## src/design/lprd_pkg.sv

```systemverilog
// package for the length-prefixed record deframer
// holds sizes, register indexes, error codes, phase type and the shared structs
// no dependencies
package lprd_pkg;

  localparam int HeaderBytes       = 16;
  localparam int HdrPosBits        = $clog2(HeaderBytes);
  localparam int DefaultLengthBits = 24;
  localparam int CfgIndexBits      = 3;
  localparam int CfgDataBits       = 32;
  localparam int LimitBits         = 24;

  localparam logic [CfgIndexBits-1:0] RegMagic    = 3'd0;
  localparam logic [CfgIndexBits-1:0] RegMajor    = 3'd1;
  localparam logic [CfgIndexBits-1:0] RegMinor    = 3'd2;
  localparam logic [CfgIndexBits-1:0] RegKindLow  = 3'd3;
  localparam logic [CfgIndexBits-1:0] RegKindHigh = 3'd4;
  localparam logic [CfgIndexBits-1:0] RegLimit    = 3'd5;

  localparam logic [1:0] ErrNone   = 2'd0;
  localparam logic [1:0] ErrForm   = 2'd1;
  localparam logic [1:0] ErrLength = 2'd2;

  localparam logic [31:0]          MagicReset    = 32'd0;
  localparam logic [7:0]           MajorReset    = 8'd0;
  localparam logic [7:0]           MinorReset    = 8'd0;
  localparam logic [7:0]           KindLowReset  = 8'd0;
  localparam logic [7:0]           KindHighReset = 8'd255;
  localparam logic [LimitBits-1:0] LimitReset    = 24'd65536;

  typedef enum logic [2:0] {
    PH_HEADER  = 3'b001,
    PH_PAYLOAD = 3'b010,
    PH_DROP    = 3'b100
  } phase_t;

  typedef struct packed {
    logic [31:0]          magic_word;
    logic [7:0]           major_version;
    logic [7:0]           minor_version;
    logic [7:0]           kind_lowest;
    logic [7:0]           kind_highest;
    logic [LimitBits-1:0] payload_limit;
  } cfg_t;

  typedef struct packed {
    logic [7:0]  payload_byte;
    logic [7:0]  record_kind;
    logic [31:0] record_sequence;
    logic        empty_record;
    logic        last;
    logic [1:0]  error_code;
  } result_t;

endpackage

```

## src/design/lprd_cfg_regs.sv

```systemverilog
// configuration registers of the record deframer
// depends on lprd_pkg
module lprd_cfg_regs (
  input  logic                              clk,
  input  logic                              rst,
  input  logic                              wr_en,
  input  logic [lprd_pkg::CfgIndexBits-1:0] wr_index,
  input  logic [lprd_pkg::CfgDataBits-1:0]  wr_data,
  output lprd_pkg::cfg_t                    cfg
);

  always_ff @(posedge clk) begin
    if (rst) begin
      cfg.magic_word    <= lprd_pkg::MagicReset;
      cfg.major_version <= lprd_pkg::MajorReset;
      cfg.minor_version <= lprd_pkg::MinorReset;
      cfg.kind_lowest   <= lprd_pkg::KindLowReset;
      cfg.kind_highest  <= lprd_pkg::KindHighReset;
      cfg.payload_limit <= lprd_pkg::LimitReset;
    end else if (wr_en) begin
      case (wr_index)
        lprd_pkg::RegMagic:    cfg.magic_word    <= wr_data;
        lprd_pkg::RegMajor:    cfg.major_version <= wr_data[7:0];
        lprd_pkg::RegMinor:    cfg.minor_version <= wr_data[7:0];
        lprd_pkg::RegKindLow:  cfg.kind_lowest   <= wr_data[7:0];
        lprd_pkg::RegKindHigh: cfg.kind_highest  <= wr_data[7:0];
        lprd_pkg::RegLimit:    cfg.payload_limit <= wr_data[lprd_pkg::LimitBits-1:0];
        default: begin
        end
      endcase
    end
  end

endmodule

```

## src/design/lprd_in_reg.sv

```systemverilog
// input register of the record deframer, one word deep
// no dependencies
module lprd_in_reg (
  input  logic       clk,
  input  logic       rst,
  input  logic       s_valid,
  input  logic [7:0] s_byte,
  input  logic       s_drop,
  output logic       s_ready,
  input  logic       take,
  output logic       valid,
  output logic [7:0] data_byte,
  output logic       drop_connection
);

  assign s_ready = !valid || take;

  always_ff @(posedge clk) begin
    if (rst) begin
      valid <= 1'b0;
    end else if (s_valid && s_ready) begin
      valid <= 1'b1;
    end else if (take) begin
      valid <= 1'b0;
    end
  end

  always_ff @(posedge clk) begin
    if (s_valid && s_ready) begin
      data_byte       <= s_byte;
      drop_connection <= s_drop;
    end
  end

endmodule

```

## src/design/lprd_engine.sv

```systemverilog
// framing state and header checks of the record deframer
// depends on lprd_pkg
module lprd_engine #(
  parameter int LengthBits = lprd_pkg::DefaultLengthBits
) (
  input  logic              clk,
  input  logic              rst,
  input  logic              go,
  input  logic [7:0]        data_byte,
  input  logic              drop_connection,
  input  lprd_pkg::cfg_t    cfg,
  output logic              res_valid,
  output lprd_pkg::result_t res
);

  localparam logic [lprd_pkg::HdrPosBits-1:0] HdrLast =
    lprd_pkg::HdrPosBits'(lprd_pkg::HeaderBytes - 1);

  lprd_pkg::phase_t                phase, phase_next;
  logic [lprd_pkg::HdrPosBits-1:0] hdr_pos, hdr_pos_next;
  logic [LengthBits-1:0]           remaining, remaining_next;
  logic [7:0]                      held_kind, held_kind_next;
  logic [31:0]                     held_sequence, held_sequence_next;
  logic [7:0]                      hdr_store [lprd_pkg::HeaderBytes-1];

  logic [LengthBits-1:0] rem_dec;
  logic [31:0]           magic, length, seq_num;
  logic [7:0]            kind;
  logic                  bad_form, bad_length;

  assign rem_dec  = remaining - LengthBits'(1);
  assign magic    = {hdr_store[0], hdr_store[1], hdr_store[2], hdr_store[3]};
  assign kind     = hdr_store[6];
  assign length   = {hdr_store[8], hdr_store[9], hdr_store[10], hdr_store[11]};
  assign seq_num  = {hdr_store[12], hdr_store[13], hdr_store[14], data_byte};

  assign bad_form = (magic != cfg.magic_word) ||
                    (hdr_store[4] != cfg.major_version) ||
                    (hdr_store[5] != cfg.minor_version) ||
                    (kind < cfg.kind_lowest) || (kind > cfg.kind_highest) ||
                    (hdr_store[7] != 8'd0);
  assign bad_length = (length > 32'(cfg.payload_limit)) ||
                      ((length >> LengthBits) != 32'd0) ||
                      (seq_num == 32'd0);

  always_comb begin
    phase_next         = phase;
    hdr_pos_next       = hdr_pos;
    remaining_next     = remaining;
    held_kind_next     = held_kind;
    held_sequence_next = held_sequence;
    res_valid          = 1'b0;
    res                = '0;
    if (drop_connection) begin
      phase_next         = lprd_pkg::PH_HEADER;
      hdr_pos_next       = '0;
      remaining_next     = '0;
      held_kind_next     = 8'd0;
      held_sequence_next = 32'd0;
    end else begin
      case (phase)
        lprd_pkg::PH_PAYLOAD: begin
          remaining_next      = rem_dec;
          res_valid           = 1'b1;
          res.payload_byte    = data_byte;
          res.record_kind     = held_kind;
          res.record_sequence = held_sequence;
          res.last            = (rem_dec == '0);
          res.error_code      = lprd_pkg::ErrNone;
          if (rem_dec == '0) begin
            phase_next = lprd_pkg::PH_HEADER;
          end
        end
        lprd_pkg::PH_HEADER: begin
          if (hdr_pos != HdrLast) begin
            hdr_pos_next = hdr_pos + 1'b1;
          end else begin
            hdr_pos_next = '0;
            res_valid    = 1'b0;
            if (bad_form) begin
              phase_next     = lprd_pkg::PH_DROP;
              res_valid      = 1'b1;
              res.error_code = lprd_pkg::ErrForm;
            end else if (bad_length) begin
              phase_next     = lprd_pkg::PH_DROP;
              res_valid      = 1'b1;
              res.error_code = lprd_pkg::ErrLength;
            end else begin
              held_kind_next     = kind;
              held_sequence_next = seq_num;
              if (length == 32'd0) begin
                res_valid           = 1'b1;
                res.record_kind     = kind;
                res.record_sequence = seq_num;
                res.empty_record    = 1'b1;
                res.last            = 1'b1;
                res.error_code      = lprd_pkg::ErrNone;
              end else begin
                remaining_next = length[LengthBits-1:0];
                phase_next     = lprd_pkg::PH_PAYLOAD;
              end
            end
          end
        end
        default: begin
        end
      endcase
    end
  end

  always_ff @(posedge clk) begin
    if (rst) begin
      phase         <= lprd_pkg::PH_HEADER;
      hdr_pos       <= '0;
      remaining     <= '0;
      held_kind     <= 8'd0;
      held_sequence <= 32'd0;
    end else if (go) begin
      phase         <= phase_next;
      hdr_pos       <= hdr_pos_next;
      remaining     <= remaining_next;
      held_kind     <= held_kind_next;
      held_sequence <= held_sequence_next;
    end
  end

  // header bytes kept until the final one arrives
  always_ff @(posedge clk) begin
    if (go && !drop_connection && (phase == lprd_pkg::PH_HEADER) && (hdr_pos != HdrLast)) begin
      hdr_store[hdr_pos] <= data_byte;
    end
  end

endmodule

```

## src/design/lprd_out_reg.sv

```systemverilog
// result register of the record deframer, one word deep
// depends on lprd_pkg
module lprd_out_reg (
  input  logic              clk,
  input  logic              rst,
  input  logic              load,
  input  lprd_pkg::result_t res_in,
  output logic              free,
  output logic              m_valid,
  input  logic              m_ready,
  output lprd_pkg::result_t m_res
);

  assign free = !m_valid || m_ready;

  always_ff @(posedge clk) begin
    if (rst) begin
      m_valid <= 1'b0;
    end else if (load) begin
      m_valid <= 1'b1;
    end else if (m_ready) begin
      m_valid <= 1'b0;
    end
  end

  always_ff @(posedge clk) begin
    if (load) begin
      m_res <= res_in;
    end
  end

endmodule

```

## src/design/length_prefixed_record_deframer_core.sv

```systemverilog
// length-prefixed record deframer, top level
// a word accepted into the input register is processed once the result register is free,
// which registers its result, if any; throughput: one word per cycle unless the output
// stalls, set by the single input and result registers
// reset: clears phase, header position, counts, held kind and sequence and sets
// the configuration registers to their defaults; the header store is not cleared
module length_prefixed_record_deframer_core #(
  parameter int LENGTH_BITS = lprd_pkg::DefaultLengthBits
) (
  input  logic                              clk,
  input  logic                              rst,
  input  logic                              s_tvalid,
  output logic                              s_tready,
  input  logic [7:0]                        s_tdata,   // data_byte
  input  logic                              s_tuser,   // drop_connection
  output logic                              m_tvalid,
  input  logic                              m_tready,
  output logic [47:0]                       m_tdata,   // payload_byte, record_kind, record_sequence
  output logic [2:0]                        m_tuser,   // empty_record, error_code
  output logic                              m_tlast,
  input  logic                              cfg_valid,
  output logic                              cfg_ready,
  input  logic [lprd_pkg::CfgIndexBits-1:0] cfg_index,
  input  logic [lprd_pkg::CfgDataBits-1:0]  cfg_data
);

  lprd_pkg::cfg_t    cfg;
  lprd_pkg::result_t res, out_res;
  logic              in_valid, in_drop, res_valid, out_free, go;
  logic [7:0]        in_byte;

  assign cfg_ready = 1'b1;
  assign go        = in_valid && out_free;

  lprd_cfg_regs u_cfg (
    .clk      (clk),
    .rst      (rst),
    .wr_en    (cfg_valid && cfg_ready),
    .wr_index (cfg_index),
    .wr_data  (cfg_data),
    .cfg      (cfg)
  );

  lprd_in_reg u_in (
    .clk             (clk),
    .rst             (rst),
    .s_valid         (s_tvalid),
    .s_byte          (s_tdata),
    .s_drop          (s_tuser),
    .s_ready         (s_tready),
    .take            (go),
    .valid           (in_valid),
    .data_byte       (in_byte),
    .drop_connection (in_drop)
  );

  lprd_engine #(
    .LengthBits (LENGTH_BITS)
  ) u_engine (
    .clk             (clk),
    .rst             (rst),
    .go              (go),
    .data_byte       (in_byte),
    .drop_connection (in_drop),
    .cfg             (cfg),
    .res_valid       (res_valid),
    .res             (res)
  );

  lprd_out_reg u_out (
    .clk     (clk),
    .rst     (rst),
    .load    (go && res_valid),
    .res_in  (res),
    .free    (out_free),
    .m_valid (m_tvalid),
    .m_ready (m_tready),
    .m_res   (out_res)
  );

  assign m_tdata = {out_res.record_sequence, out_res.record_kind, out_res.payload_byte};
  assign m_tuser = {out_res.error_code, out_res.empty_record};
  assign m_tlast = out_res.last;

`ifndef SYNTH
  a_error_clean: assert property (@(posedge clk) disable iff (rst)
    (m_tvalid && (m_tuser[2:1] != lprd_pkg::ErrNone)) |-> ((m_tdata == 48'd0) && !m_tlast))
    else $error("error word carries payload or last");

  a_empty_last: assert property (@(posedge clk) disable iff (rst)
    (m_tvalid && m_tuser[0]) |-> (m_tlast && (m_tuser[2:1] == lprd_pkg::ErrNone)
                                  && (m_tdata[7:0] == 8'd0)))
    else $error("empty record word malformed");

  a_stall_cause: assert property (@(posedge clk) disable iff (rst)
    !s_tready |-> (in_valid && m_tvalid && !m_tready))
    else $error("input stalled without output backpressure");
`endif

endmodule

```

## config.mk

```make
export PLATFORM = sky130hd
export DESIGN_NAME = length_prefixed_record_deframer_core
export DESIGN_NICKNAME = d
export VERILOG_FILES = /design/src/design/lprd_pkg.sv /design/src/design/lprd_cfg_regs.sv /design/src/design/lprd_in_reg.sv /design/src/design/lprd_engine.sv /design/src/design/lprd_out_reg.sv /design/src/design/length_prefixed_record_deframer_core.sv
export SDC_FILE = /design/constraint.sdc
export NUM_CORES = 1
export LEC_CHECK = 0
export CAP_MARGIN = 20
export CORE_AREA = 4 4 173 208
export CTS_CLUSTER_SIZE = 8
export DETAILED_ROUTE_END_ITERATION = 10
export DIE_AREA = 0 0 177 212
export DONT_BUFFER_PORTS = 1
export GPL_TIMING_DRIVEN = 0
export PLACE_DENSITY = 0.72
export SLEW_MARGIN = 0
export SYNTH_ARGS = -nofsm -noshare
export SYNTH_HDL_FRONTEND = slang
export SYNTH_HIERARCHICAL = 1
export SYNTH_SLANG_ARGS = --single-unit
export TNS_END_PERCENT = 1
```

## constraint.sdc

```tcl
create_clock -name clk -period 3.7 [get_ports clk]
set_input_delay 0.37 -clock clk [delete_from_list [all_inputs] [get_ports clk]]
set_output_delay 0.37 -clock clk [all_outputs]
set_load 0.005 [all_outputs]
```

==> summary.md <==
| Metric | Value |
|---|---|
| Status | finished, final reports clean |
| ANT nets after route | 0 |
| Arr. time, crit path | 3.81 ns |
| Yosys warnings | 6 |
| Worst path max stage delay | 0.54 ns |
| Worst Skew | 0.01901 ns |
| Fill count | 2902 |
| Syn Inst Count | 1275 |
| Maximum number of pins on one net before global-route repair | 46 |
| Vias per cell | 5.590 |
| Slowest-stage cell, CP | nor4_2 |
| N_diodes | 0 |
| Simple-gate share of the synthesized area | 0.1560 |
| Post-synthesis adder-cell area fraction | 0.03719 |
| Global-route wire length before repair | 59240 µm |
| Worst path cell trace | xor2_1, nor4_1, nand4_1, nor4_2, and3_1, buf_2, a21oi_1, or2_2, and3_2, buf_12 |
| Cell row count | 74 |
| Max-Slew Margin vs Limit | 0.2338 |
| Netlist cell types | 70 |
| Clk buf depth | 3 |
| Post-DP HPWL | 26380 µm |
| IO buf count | 0 |
| Post-layout minimum cycle time | 3.542 ns |
| Hold Vio Cnt, Final | 0 |
| Critical path fanouts, max | 45 |
| Final worst slack | 0.1581 ns |
| Vias | 10330 |
| DR DRC count | 0 |
| Kind of end point of the critical path | register |
| Worst-Margin Slew | 1.149 ns |
| Vias in the first global route | 10540 |
| First-pass iteration count of the detailed router | 5 |
| Startpoint Class | register |
| Max-Cap Viols | 0 |
| CP required | 3.97 ns |
| Core Region | 0.03398 mm² |
| Post-Layout Cell Count | 1848 |
| Post-synthesis mux area share | 0.06215 |
| Insertion delay to the later sink of the worst-skew pair | 0.55 ns |
| Starting density of the core | 0.4455 |
| Nets | 1448 |
| Setup Crit Path Kind | register to register |
| Mean post-synth cell area | 11.87 µm² |
| Congestion Overflow GR | 0 |
| Syn Nets | 1369 |
| Die Ht | 212 µm |
| Gpl congestion | 0.9268 |
| XOR/XNOR Fraction of Synth Area | 0.03761 |
| Hold WC Path Type | primary input to register |
| Final Cycle Share | 0.9573 |
| Top_reg_cell synth | edfxtp_1 |
| Leakage | 0.006614 µW |
| Final max-slew violation count | 0 |
| Final WL | 38580 µm |
| Area of the multi-input gates | 0.005995 mm² |
| Initial antenna violation count | 0 |
| Area occupied by registers | 0.008658 mm² |
| Fmax | 282.3 MHz |
| Post-synthesis sequential area ratio | 0.5719 |
| Synthesized area | 0.01514 mm² |
| Die Footprint | 0.03752 mm² |
| Placed cell area | 0.01579 mm² |
| Synth Register Bits | 342 |
| Worst vdd ir | 0.0003488 V |
| CTS Root Cell | clkbuf_16 |
| Num CTS Buffers | 48 |
| CTS Sinks | 342 |
| Design Area, Final | 0.01746 mm² |
| Setup slack at placement | -0.1944 ns |
| All-layer global routing usage | 0.2017 |
| RSZ-0062 raised after global routing | true |
| I/O pins | 104 |
| Worst hold margin | 0.01329 ns |
| Layout area overhead | 15.31% |
| DR WL/cell | 20.88 µm |
| # setup viols final | 0 |
| Proportion of layout cells with a drive suffix above 1 | 0.09052 |
| Initial DRC count | 844 |
| Ys async rst share | 0 |
| Synth Area in Compound Gates | 0.09943 |
| Die width | 177 µm |
| Main combinational cell family by area after synthesis | simple AND/OR/NAND/NOR gates |
| H-tree depth | 2 |
| Post-synth EDFFs | 181 |
| Dpl cells | 1736 |
| PwrDens | 499.6 mW/mm² |
| CTS tree | done |
| Clk slew on worst S/H paths | 0.05 ns |
[synth_stat cells, types with 32 or more instances]
| cell type | count | area share |
|---|---|---|
| a21oi_1 | 34 | 0.011 |
| ha_1 | 45 | 0.037 |
| o21ai_0 | 32 | 0.011 |
| mux2i_1 | 94 | 0.062 |
| nor2_1 | 65 | 0.016 |
| dfxtp_1 | 161 | 0.21 |
| edfxtp_1 | 181 | 0.36 |
| nand2b_1 | 126 | 0.052 |
| nand2_1 | 47 | 0.012 |
| clkbuf_1 | 39 | 0.0097 |
| nor4_1 | 39 | 0.016 |
| xor2_1 | 52 | 0.030 |
| inv_1 | 51 | 0.013 |
| a22o_1 | 81 | 0.047 |
[final timing paths]
path                                          startpoint                    end  slack [ns]  depth (start not counted)
worst max-delay path            u_engine/hdr_store[0][0]        u_out/m_res[38]        0.16                         10
worst min-delay path                                 rst  u_engine/remaining[4]        0.01                          2
worst max register to register  u_engine/hdr_store[0][0]        u_out/m_res[38]        0.16                         10
worst min register to register             u_cfg/cfg[10]          u_cfg/cfg[10]        0.47                          2
[cells by family (layout without fill, tap and decap cells)]
logic type	after synthesis	after routing
flops	342	342
buf+inv	122	239
compound gates	205	205
mux	94	94
xor+xnor	65	65
fa+ha+maj	45	45
other cells	1	1
simple gates	401	401
[metal layers]
| metal | wire length [µm] | share of wire | vias up | global-route usage |
|---|---|---|---|---|
| li1 | - | - | 4821 | - |
| met1 | 15860 | 0.41 | 5054 | 0.2559 |
| met2 | 18860 | 0.49 | 359 | 0.3435 |
| met3 | 2275 | 0.059 | 97 | 0.03326 |
| met4 | 1586 | 0.041 | 0 | 0.08460 |
| met5 | 0 | 0 | - | 0 |
[worst max-delay path: cells and delay by family (launching register included)]
family | cells | cell delay, ns
and+or+nand+nor | 6 | 2.13
AOI/OAI and AO/OA | 1 | 0.11
xor gates and xnor gates | 1 | 0.16
DFF | 1 | 0.38
buffers and inverters | 2 | 0.46
[flip-flops by register name, indices dropped and copies added (netlist names)]
| register | cells |
|---|---|
| u_out/m_res | 52 |
| u_in/drop_connection | 1 |
| u_engine/hdr_store | 120 |
| u_in/valid | 1 |
| u_engine/held_sequence | 32 |
| u_engine/phase | 3 |
| u_out/m_valid | 1 |
| u_in/data_byte | 8 |
| u_engine/hdr_pos | 4 |
| u_cfg/cfg | 88 |
| u_engine/held_kind | 8 |
| u_engine/remaining | 24 |
[power by group]
part	internal [µW]	switching, µW
Sequential	4040	75.6
Clock	2510	1560
Combinational	213	327
[what timing repair did]
item                       in CTS  in global routing
setup endpoints to repair     135                 21
resized for setup               2                  2
hold buffers                   24                  0
buffers inserted                0                  0
hold endpoints to repair       25                  0
[through the flow]
stage	power (µW)	setup TNS [ns]	util
after global placement	4682	-51.18	0.4623
after global routing	8990	-0.009502	0.5137
after floorplan	4528	0	-
after CTS	8776	0	0.5134
after detailed placement	4698	-15.65	0.4645
final	8720	0	0.5137
[cells in the final DEF, fill, tap and decap left out, drive strengths merged, types with 3 or more instances in the layout]
cell type / instances
edfxtp: 181
dfxtp: 161
nand2b: 128
clkbuf: 126
mux2i: 94
a22o: 81
nor2: 65
xor2: 52
inv: 51
nand2: 48
ha: 45
nor4: 44
a21oi: 37
buf: 37
o21ai: 32
dlygate4sd3: 24
nor3: 20
nand3: 15
nand4: 15
and2: 15
xnor2: 13
o2111ai: 12
or3: 10
o31ai: 7
or2: 5
nor2b: 5
a31oi: 5
nand4b: 4
and4: 4
o2bb2ai: 4
and3: 4
or4: 4
o211ai: 3
a22oi: 3
o32ai: 3
a211oi: 3
nand3b: 3
nor4b: 3
[cell type report]
cell class | instances | share of cell area
buffer | 71 | 0.01971
tap | 456 | 0.03269
timing repair buffer | 29 | 0.01663
inverter | 51 | 0.01097
clock buffer | 87 | 0.07964
multi-input combinational | 811 | 0.3434
clock inverter | 1 | 0.0009318
sequential | 342 | 0.4960
Power figures use the tool's default switching activity.
